`src/boid_pkg.sv`:
```
// Shared types and constants for the BER object identifier element decoder.
`default_nettype none

package boid_pkg;

  typedef enum logic [2:0] {
    PH_TAG,
    PH_LEN,
    PH_LENMORE,
    PH_FIRST,
    PH_ARCS
  } phase_t;

  localparam logic [2:0] ERR_NONE      = 3'd0;
  localparam logic [2:0] ERR_TAG       = 3'd1;
  localparam logic [2:0] ERR_SHORT     = 3'd2;
  localparam logic [2:0] ERR_ZERO_LEN  = 3'd3;
  localparam logic [2:0] ERR_ARC_OVER  = 3'd4;
  localparam logic [2:0] ERR_LEN_LONG  = 3'd5;

  localparam logic [7:0] TAG_RESET = 8'd6;
  localparam logic [0:0] REG_EXPECTED_TAG = 1'b0;

  // Quotient by 40 of a byte is (b * 205) >> 13, exact for 0..255.
  localparam logic [15:0] DIV40_MUL = 16'd205;
  localparam logic [7:0]  ARC_BASE  = 8'd40;

  localparam int RES_DEPTH = 4;

  typedef struct packed {
    logic [31:0] arc_value;
    logic        arc_valid;
    logic        element_done;
    logic [2:0]  error_code;
    logic        run_last;
  } result_t;

endpackage

`default_nettype wire

```
`src/ber_oid_element_decoder.sv`:
```
// Top level of the BER object identifier element decoder.
//
// Decodes a BER object identifier element fed one byte per item: tag check
// against expected_tag, short or long form length, then arcs (the first
// content byte gives byte/40 and byte%40, later arcs are base-128). Each
// byte is held in an input register and is decoded in a single pass
// into a four-entry result queue, so a byte is taken every cycle while the
// queue has room for two results. The output side hands out one result per
// cycle while out_stall is low. A byte is registered, decoded and written
// into the queue, whose head drives the outputs. Errors give one result
// with the error code; after an error that is not on a buffer_end byte,
// bytes are dropped up to the next buffer_end.
`default_nettype none

module ber_oid_element_decoder
  import boid_pkg::*;
#(
  parameter int MAX_LENGTH_BYTES = 4
) (
  input  wire logic        clk,
  input  wire logic        rst,
  // byte input channel
  input  wire logic        in_valid,
  output logic             in_stall,
  input  wire logic [7:0]  byte_in,
  input  wire logic        buffer_end,
  // result channel
  output logic             out_valid,
  input  wire logic        out_stall,
  output logic [31:0]      arc_value,
  output logic             arc_valid,
  output logic             element_done,
  output logic [2:0]       error_code,
  output logic             run_last,
  // configuration port
  input  wire logic        psel,
  input  wire logic        penable,
  input  wire logic        pwrite,
  input  wire logic [2:0]  paddr,
  input  wire logic [31:0] pwdata,
  output logic [31:0]      prdata,
  output logic             pready
);

  localparam int CW = $clog2(RES_DEPTH+1);

  // configuration
  logic [7:0] expected_tag;

  assign pready = 1'b1;
  assign prdata = (paddr[2] == REG_EXPECTED_TAG) ? {24'd0, expected_tag} : 32'd0;

  always_ff @(posedge clk) begin
    if (rst) begin
      expected_tag <= TAG_RESET;
    end else if (psel && penable && pwrite && pready && paddr[2] == REG_EXPECTED_TAG) begin
      expected_tag <= pwdata[7:0];
    end
  end

  // input register
  logic       s1_valid;
  logic [7:0] s1_byte;
  logic       s1_end;
  logic       go;
  logic [CW-1:0] q_count;

  assign go       = s1_valid && (q_count <= CW'(RES_DEPTH-2));
  assign in_stall = s1_valid && !go;

  always_ff @(posedge clk) begin
    if (rst) begin
      s1_valid <= 1'b0;
    end else if (!in_stall) begin
      s1_valid <= in_valid;
    end
  end

  always_ff @(posedge clk) begin
    if (!in_stall && in_valid) begin
      s1_byte <= byte_in;
      s1_end  <= buffer_end;
    end
  end

  // decoder state
  phase_t      phase, phase_next;
  logic [2:0]  length_bytes_left, length_bytes_left_next;
  logic [31:0] content_left, content_left_next;
  logic [31:0] arc_accumulator, arc_accumulator_next;
  logic        error_latched, error_latched_next;

  logic [15:0] div_prod;
  logic [2:0]  quot;
  logic [7:0]  rem;
  logic [31:0] cont_dec;
  logic [31:0] cont_shift;
  logic [31:0] acc_shift;
  logic [2:0]  err;
  logic        finished;
  logic [31:0] arc0, arc1;
  logic [1:0]  narcs;
  logic        push0, push1;
  result_t     res0, res1;

  assign div_prod   = 16'(s1_byte) * DIV40_MUL;
  assign quot       = div_prod[15:13];
  assign rem        = s1_byte - 8'(quot) * ARC_BASE;
  assign cont_dec   = content_left - 32'd1;
  assign cont_shift = {content_left[23:0], s1_byte};
  assign acc_shift  = {arc_accumulator[24:0], s1_byte[6:0]};

  always_comb begin
    phase_next             = phase;
    length_bytes_left_next = length_bytes_left;
    content_left_next      = content_left;
    arc_accumulator_next   = arc_accumulator;
    error_latched_next     = error_latched;
    err                    = ERR_NONE;
    finished               = 1'b0;
    arc0                   = 32'd0;
    arc1                   = 32'd0;
    narcs                  = 2'd0;
    push0                  = 1'b0;
    push1                  = 1'b0;
    res0                   = '0;
    res1                   = '0;

    if (go) begin
      if (error_latched) begin
        if (s1_end) begin
          error_latched_next     = 1'b0;
          phase_next             = PH_TAG;
          length_bytes_left_next = 3'd0;
          content_left_next      = 32'd0;
          arc_accumulator_next   = 32'd0;
        end
      end else begin
        unique case (phase)
          PH_TAG: begin
            if (s1_byte != expected_tag) begin
              err = ERR_TAG;
            end else begin
              phase_next = PH_LEN;
            end
          end
          PH_LEN: begin
            if (s1_byte[7]) begin
              if (int'(s1_byte[6:0]) > MAX_LENGTH_BYTES) begin
                err = ERR_LEN_LONG;
              end else begin
                length_bytes_left_next = (s1_byte[6:0] == 7'd0) ? 3'd1 : s1_byte[2:0];
                content_left_next      = 32'd0;
                phase_next             = PH_LENMORE;
              end
            end else begin
              content_left_next = 32'(s1_byte);
              if (s1_byte == 8'd0) begin
                err = ERR_ZERO_LEN;
              end else begin
                phase_next = PH_FIRST;
              end
            end
          end
          PH_LENMORE: begin
            content_left_next      = cont_shift;
            length_bytes_left_next = length_bytes_left - 3'd1;
            if (length_bytes_left == 3'd1) begin
              if (cont_shift == 32'd0) begin
                err = ERR_ZERO_LEN;
              end else begin
                phase_next = PH_FIRST;
              end
            end
          end
          PH_FIRST: begin
            content_left_next    = cont_dec;
            arc0                 = 32'(quot);
            arc1                 = 32'(rem);
            narcs                = 2'd2;
            arc_accumulator_next = 32'd0;
            phase_next           = PH_ARCS;
            finished             = (cont_dec == 32'd0);
          end
          PH_ARCS: begin
            if (content_left != 32'd0) begin
              content_left_next = cont_dec;
            end
            arc_accumulator_next = acc_shift;
            if (s1_byte[7]) begin
              if (content_left <= 32'd1) begin
                err = ERR_ARC_OVER;
              end
            end else begin
              arc0                 = acc_shift;
              narcs                = 2'd1;
              arc_accumulator_next = 32'd0;
              finished             = (content_left <= 32'd1);
            end
          end
          default: begin
            phase_next             = PH_TAG;
            length_bytes_left_next = 3'd0;
            content_left_next      = 32'd0;
            arc_accumulator_next   = 32'd0;
          end
        endcase

        if (err == ERR_NONE && s1_end && !finished) begin
          err = ERR_SHORT;
        end

        if (err != ERR_NONE || finished) begin
          phase_next             = PH_TAG;
          length_bytes_left_next = 3'd0;
          content_left_next      = 32'd0;
          arc_accumulator_next   = 32'd0;
        end

        if (err != ERR_NONE) begin
          error_latched_next = !s1_end;
          push0              = 1'b1;
          res0.error_code    = err;
          res0.run_last      = 1'b1;
        end else if (narcs != 2'd0) begin
          // The last arc of the byte carries run_last, and done if it ends the element.
          push0             = 1'b1;
          push1             = (narcs == 2'd2);
          res0.arc_value    = arc0;
          res0.arc_valid    = 1'b1;
          res0.run_last     = (narcs == 2'd1);
          res0.element_done = finished && (narcs == 2'd1);
          res1.arc_value    = arc1;
          res1.arc_valid    = 1'b1;
          res1.run_last     = 1'b1;
          res1.element_done = finished;
        end
      end
    end
  end

  always_ff @(posedge clk) begin
    if (rst) begin
      phase             <= PH_TAG;
      length_bytes_left <= 3'd0;
      content_left      <= 32'd0;
      arc_accumulator   <= 32'd0;
      error_latched     <= 1'b0;
    end else begin
      phase             <= phase_next;
      length_bytes_left <= length_bytes_left_next;
      content_left      <= content_left_next;
      arc_accumulator   <= arc_accumulator_next;
      error_latched     <= error_latched_next;
    end
  end

  // result queue
  result_t q_head;

  boid_rfifo #(
    .DEPTH (RES_DEPTH)
  ) u_rfifo (
    .clk   (clk),
    .rst   (rst),
    .push0 (push0),
    .push1 (push1),
    .data0 (res0),
    .data1 (res1),
    .pop   (!out_stall),
    .head  (q_head),
    .count (q_count)
  );

  assign out_valid    = (q_count != '0);
  assign arc_value    = q_head.arc_value;
  assign arc_valid    = q_head.arc_valid;
  assign element_done = q_head.element_done;
  assign error_code   = q_head.error_code;
  assign run_last     = q_head.run_last;

endmodule

`default_nettype wire

```
`src/boid_rfifo.sv`:
```
// Result queue: takes up to two results a cycle and hands out one while pop is high.
`default_nettype none

module boid_rfifo
  import boid_pkg::*;
#(
  parameter int DEPTH = 4
) (
  input  wire logic                       clk,
  input  wire logic                       rst,
  input  wire logic                       push0,
  input  wire logic                       push1,
  input  wire result_t                    data0,
  input  wire result_t                    data1,
  input  wire logic                       pop,
  output result_t                         head,
  output logic [$clog2(DEPTH+1)-1:0]      count
);

  localparam int PW = $clog2(DEPTH);
  localparam int CW = $clog2(DEPTH+1);

  result_t         entries [DEPTH];
  logic [PW-1:0]   wr_ptr;
  logic [PW-1:0]   rd_ptr;
  logic [PW-1:0]   wr_ptr1;
  logic [CW-1:0]   n_push;
  logic            do_pop;

  assign do_pop  = pop && (count != '0);
  assign wr_ptr1 = (wr_ptr == PW'(DEPTH-1)) ? '0 : wr_ptr + PW'(1);
  assign n_push  = CW'(push0) + CW'(push0 && push1);
  assign head    = entries[rd_ptr];

  always_ff @(posedge clk) begin
    if (push0) begin
      entries[wr_ptr] <= data0;
    end
    if (push0 && push1) begin
      entries[wr_ptr1] <= data1;
    end
  end

  always_ff @(posedge clk) begin
    if (rst) begin
      wr_ptr <= '0;
      rd_ptr <= '0;
      count  <= '0;
    end else begin
      if (push0 && push1) begin
        wr_ptr <= (wr_ptr1 == PW'(DEPTH-1)) ? '0 : wr_ptr1 + PW'(1);
      end else if (push0) begin
        wr_ptr <= wr_ptr1;
      end
      if (do_pop) begin
        rd_ptr <= (rd_ptr == PW'(DEPTH-1)) ? '0 : rd_ptr + PW'(1);
      end
      count <= count + n_push - CW'(do_pop);
    end
  end

endmodule

`default_nettype wire
```
`config.mk`:
```
export PLATFORM = sky130hd
export DESIGN_NAME = ber_oid_element_decoder
export DESIGN_NICKNAME = d
export VERILOG_FILES = /design/src/boid_pkg.sv /design/src/ber_oid_element_decoder.sv /design/src/boid_rfifo.sv
export SDC_FILE = /design/constraint.sdc
export NUM_CORES = 1
export LEC_CHECK = 0
export BUFFER_PORTS_ARGS = -buffer_cell sky130_fd_sc_hd__clkbuf_2
export CAP_MARGIN = 25
export CORE_MARGIN = 3
export CORE_UTILIZATION = 50
export CTS_CLUSTER_SIZE = 28
export DETAILED_ROUTE_END_ITERATION = 8
export PLACE_DENSITY = 0.71
export SLEW_MARGIN = 20
export SYNTH_ARGS = -nofsm -noshare
export SYNTH_HDL_FRONTEND = slang
export SYNTH_SLANG_ARGS = --single-unit
```
`constraint.sdc`:
```
create_clock -name clk -period 5.4 [get_ports clk]
set_input_delay 0.54 -clock clk [delete_from_list [all_inputs] [get_ports clk]]
set_output_delay 0.54 -clock clk [all_outputs]
set_load 0.01 [all_outputs]
```
==> impl_summary.txt <==
----------------------------------------------------
[Synth]
  Fraction of synthesized cell area in xor and xnor cells ... 2.67%
  Share of synthesized registers carrying an async set or reset ... 0%
  Average size of a mapped cell ... 10.3 um2
  Mux share of post-synthesis cell area ... 6.83%
  Sequential element share of the synthesized area ... 41.2%
  Largest cells by area after synthesis ... dfxtp_1 29%, edfxtp_1 12%, ha_1 6.7%
  Complex-gate fraction of the synthesized area ... 21.4%
  Number of synthesized flops with an enable pin ... 53
  Synthesis-stage register bit count ... 243
  Yosys warning count ... 0
  Simple logic cell fraction of the synthesized area ... 12.1%
  Share of the synthesized area in the top cell type ... 29.0%
  Number of distinct library cells after synthesis ... 80
  Dominant combinational cell family by area after synthesis ... compound AO/OA/AOI/OAI gates
  Number of cells produced by synthesis ... 1,268
  Cell type contributing the most total cell area after synthesis ... dfxtp_1
  Synthesized area ... 13,100 um2
  Most used flip-flop cell after synthesis ... dfxtp_1
  Share of synthesized cell area in full adder, half adder and majority cells ... 8.67%

[Placement]
  Final weighted congestion in routability-driven placement ... 0.921
  Post-DP HPWL ... 22.3 mm
  Number of I/O port buffers ... 72

[Layout]
  Most common cell after layout, fill and taps aside ... dfxtp_1
  Number of diodes ... 0
  Area grow syn2layout ... 12.8%
  Most frequent cells in the layout ... 188 x dfxtp_1, 98 x nand2_1, 73 x clkbuf_2
  Layout cell share with drive strength beyond 1 ... 19.9%
  Nets ... 1,461
  Fill cells ... 2,176

[Clocking]
  Worst-path clk slew ... 0.07 ns
  Clock Sinks ... 243
  Clock Root Buffer ... clkbuf_16
  Hold-fix buffers at CTS ... 0
  Number of clock buffers inserted by TritonCTS ... 26
  Clock tree buffer depth ... 3
  TritonCTS clock tree ... yes
  Level count of the clock H-tree ... 1
  Worst skew pair latency ... 0.54 ns

[Die]
  DIE WIDTH ... 168 um
  DIE HEIGHT ... 168 um
  Die area ... 28,200 um2
  CORE AREA ... 25,500 um2
  Number of rows created at floorplan ... 58
  Starting utilization of the core area ... 51.5%
  Count of pins on the block boundary ... 124

[Timing]
  Clock period minus worst slack ... 5.49 ns
  Final clock skew ... 0.0199 ns
  Slew of the pin with the lowest slew margin ... 0.880 ns
  Hold Violations, Final ... 0
  Final critical-path share of the clock period ... 102%
  WHS ... 0.181 ns
  Final setup fails ... 8
  Final worst slack ... -0.0922 ns
  Max Clock Freq ... 182 MHz
  Worst max-slew margin expressed relative to the limit ... 39.8%
  Final max-slew violation count ... 0
  Unrepaired setup endpoints after global routing ... true

[Global route]
  Total global routing overflow ... 0
  Number of antenna violations at the first check in global routing ... 0
  Global-route wire length before repair ... 54.2 mm
  Overall fraction of global-route tracks in use ... 23.3%
  Number of global-route vias before repair ... 10,037
  Maximum number of pins on one net before global-route repair ... 70

[Worst setup path]
  Nature of the critical path endpoint ... register
  Slowest Stage Delay on Critical Path ... 0.49 ns
  Cell with the largest stage delay on the worst path ... edfxtp_1
  Critical path peak fanout ... 4
  Startpoint kind of the worst setup timing path ... register
  Ordered list of cells on the worst path ... ha_4 > inv_2 > fa_1 > inv_1 > fa_1 > inv_1 > fa_1 > inv_1 > ha_2 > a21o_1 > a211o_1 > a221o_1 > a21oi_2 > o21bai_1 > xnor2_1 > ha_2 > inv_2 > ha_4 > a21o_1 > a21oi_2 > xnor2_2 > xnor2_2 > o2bb2ai_1
  Crit path kind ... reg2reg
  Arr. time, crit path ... 5.78 ns
  Required time of the critical path ... 5.69 ns

[Detailed routing]
  Number of vias per cell after detailed routing ... 6.25
  Number of remaining DRC errors ... 0
  1st-pass router iterations ... 5
  Routed wire length ... 34.2 mm
  Routed wire per std cell ... 20.4 um
  Count of routing violations after the opening detailed-route iteration ... 1,183
  Vias after detailed routing ... 10,467
  Residual antenna-violating net count after detailed routing ... 0

[Pwr]
  Combinational share of power ... 30.9%
  Net switching fraction of the power ... 32.2%
  Total power divided by cell area ... 364 nW/um2
  Peak supply drop ... 0.318 mV
  Total chip power ... 5.38 mW
  Internal power ... 3.65 mW
  Leakage power figure ... 5.89 nW
  Proportion of power drawn by flip-flops and latches ... 37.1%
  Net load switching power ... 1.73 mW
  Clock network power share ... 32.0%

[Run]
  Count of max-cap constraint violations ... 0

[Run status]
  Failing checks ... negative setup slack
  Outcome ... finished, violations left

[Min path]
  Class of the most critical hold timing path ... in2reg

----------------------------------------------------
Yosys cell counts (all sizes together) (15+ instances only):
cell type / n
a21oi: 56
edfxtp: 53
dfxtp: 190
xnor2: 17
a22oi: 19
mux4: 38
nor2b: 15
nor4: 16
nand2: 98
buf: 60
o21ai: 44
clkbuf: 62
nor2: 60
nand3: 18
o22ai: 22
nor3: 23
inv: 68
ha: 70
a22o: 61
xor2: 23
a32o: 72
through the flow:
step,cells,worst slack (ns),utilization [%],TNS [ns],cell area (um2)
2_1_floorplan,1291,-0.0255,-,-0.0679,13300
3_3_place_gp,1624,0.0184,54.1,0,13800
3_5_place_dp,1625,-0.0958,54.2,-0.355,13800
4_1_cts,1672,-0.0302,57.5,-0.0995,14700
5_1_grt,1675,-0.318,58.1,-2.93,14800
6_report,1675,-0.0922,58.1,-0.461,14800
registers in the layout, summed over array words and instances, names as in the netlist, 2 cells and up, named ones only:
name	count
s1_byte	8
content_left	32
expected_tag	8
arc_accumulator	25
u_rfifo.wr_ptr	2
u_rfifo.count	3
phase	3
length_bytes_left	3
u_rfifo.entries	152
u_rfifo.rd_ptr	2
area by class of cell:
| type | count | area (um2) | area share [%] |
|---|---|---|---|
| inverter | 68 | 255 | 1.73 |
| timing repair buffer | 130 | 823 | 5.57 |
| clock inverter | 12 | 116 | 0.787 |
| multi-input combinational | 858 | 7070 | 47.8 |
| sequential | 243 | 5400 | 36.5 |
| clock buffer | 34 | 712 | 4.81 |
| tap | 330 | 413 | 2.79 |
power by group through the flow:
stage	Clock, mW	Sequential [mW]	Combinational, mW
final	1.72	1.99	1.66
after global routing	1.82	2.00	1.83
after CTS	1.75	1.99	1.45
after detailed placement	0	2.03	1.43
after global placement	0	2.03	1.37
after floorplan	0	2.00	1.03
routing by layer:
layer	part of all wire (%)	track usage [%]	routed length (um)	vias up
met3	7.4	2.98	2530	50
li1	-	-	-	4868
met4	1.8	4.84	608	0
met2	48	39.3	16400	451
met5	0	0	0	-
met1	43	32.4	14600	5098
path summary, 6_finish.rpt:
check / depth (start not counted) / start / to / slack (ns)
worst max-delay path: 23 / s1_byte[1]$_DFFE_PP_ / u_rfifo.entries[0][13]$_DFFE_PP_ / -0.09
worst min-delay path: 1 / byte_in[0] / s1_byte[0]$_DFFE_PP_ / 0.18
worst max register to register: 23 / s1_byte[1]$_DFFE_PP_ / u_rfifo.entries[0][13]$_DFFE_PP_ / -0.09
worst min register to register: 1 / u_rfifo.entries[2][28]$_SDFFE_PP0N_ / u_rfifo.entries[2][28]$_SDFFE_PP0N_ / 0.46
critical path, delay by kind of cell (launching register included):
family	cells	cell delay [ns]
buffers and inverters	5	0.24
adder cells (fa/ha/maj)	7	2.42
XOR/XNOR	3	0.50
flip-flops	1	0.49
AO/OA/AOI/OAI	8	1.56
kinds of logic after synthesis:
logic type,count (synthesis)
AOI/OAI and AO/OA,358
and+or+nand+nor,310
DFF,243
buffers and inverters,190
adders and majority gates,83
muxes,42
xor gates and xnor gates,40
other,2
what timing repair did:
item,CTS,global route
pin swaps,2,17
setup endpoints to repair,4,12
endpoints found under the hold margin,0,0
setup buffers,2,3
resized for setup,3,15
Power figures use the tool's default switching activity.
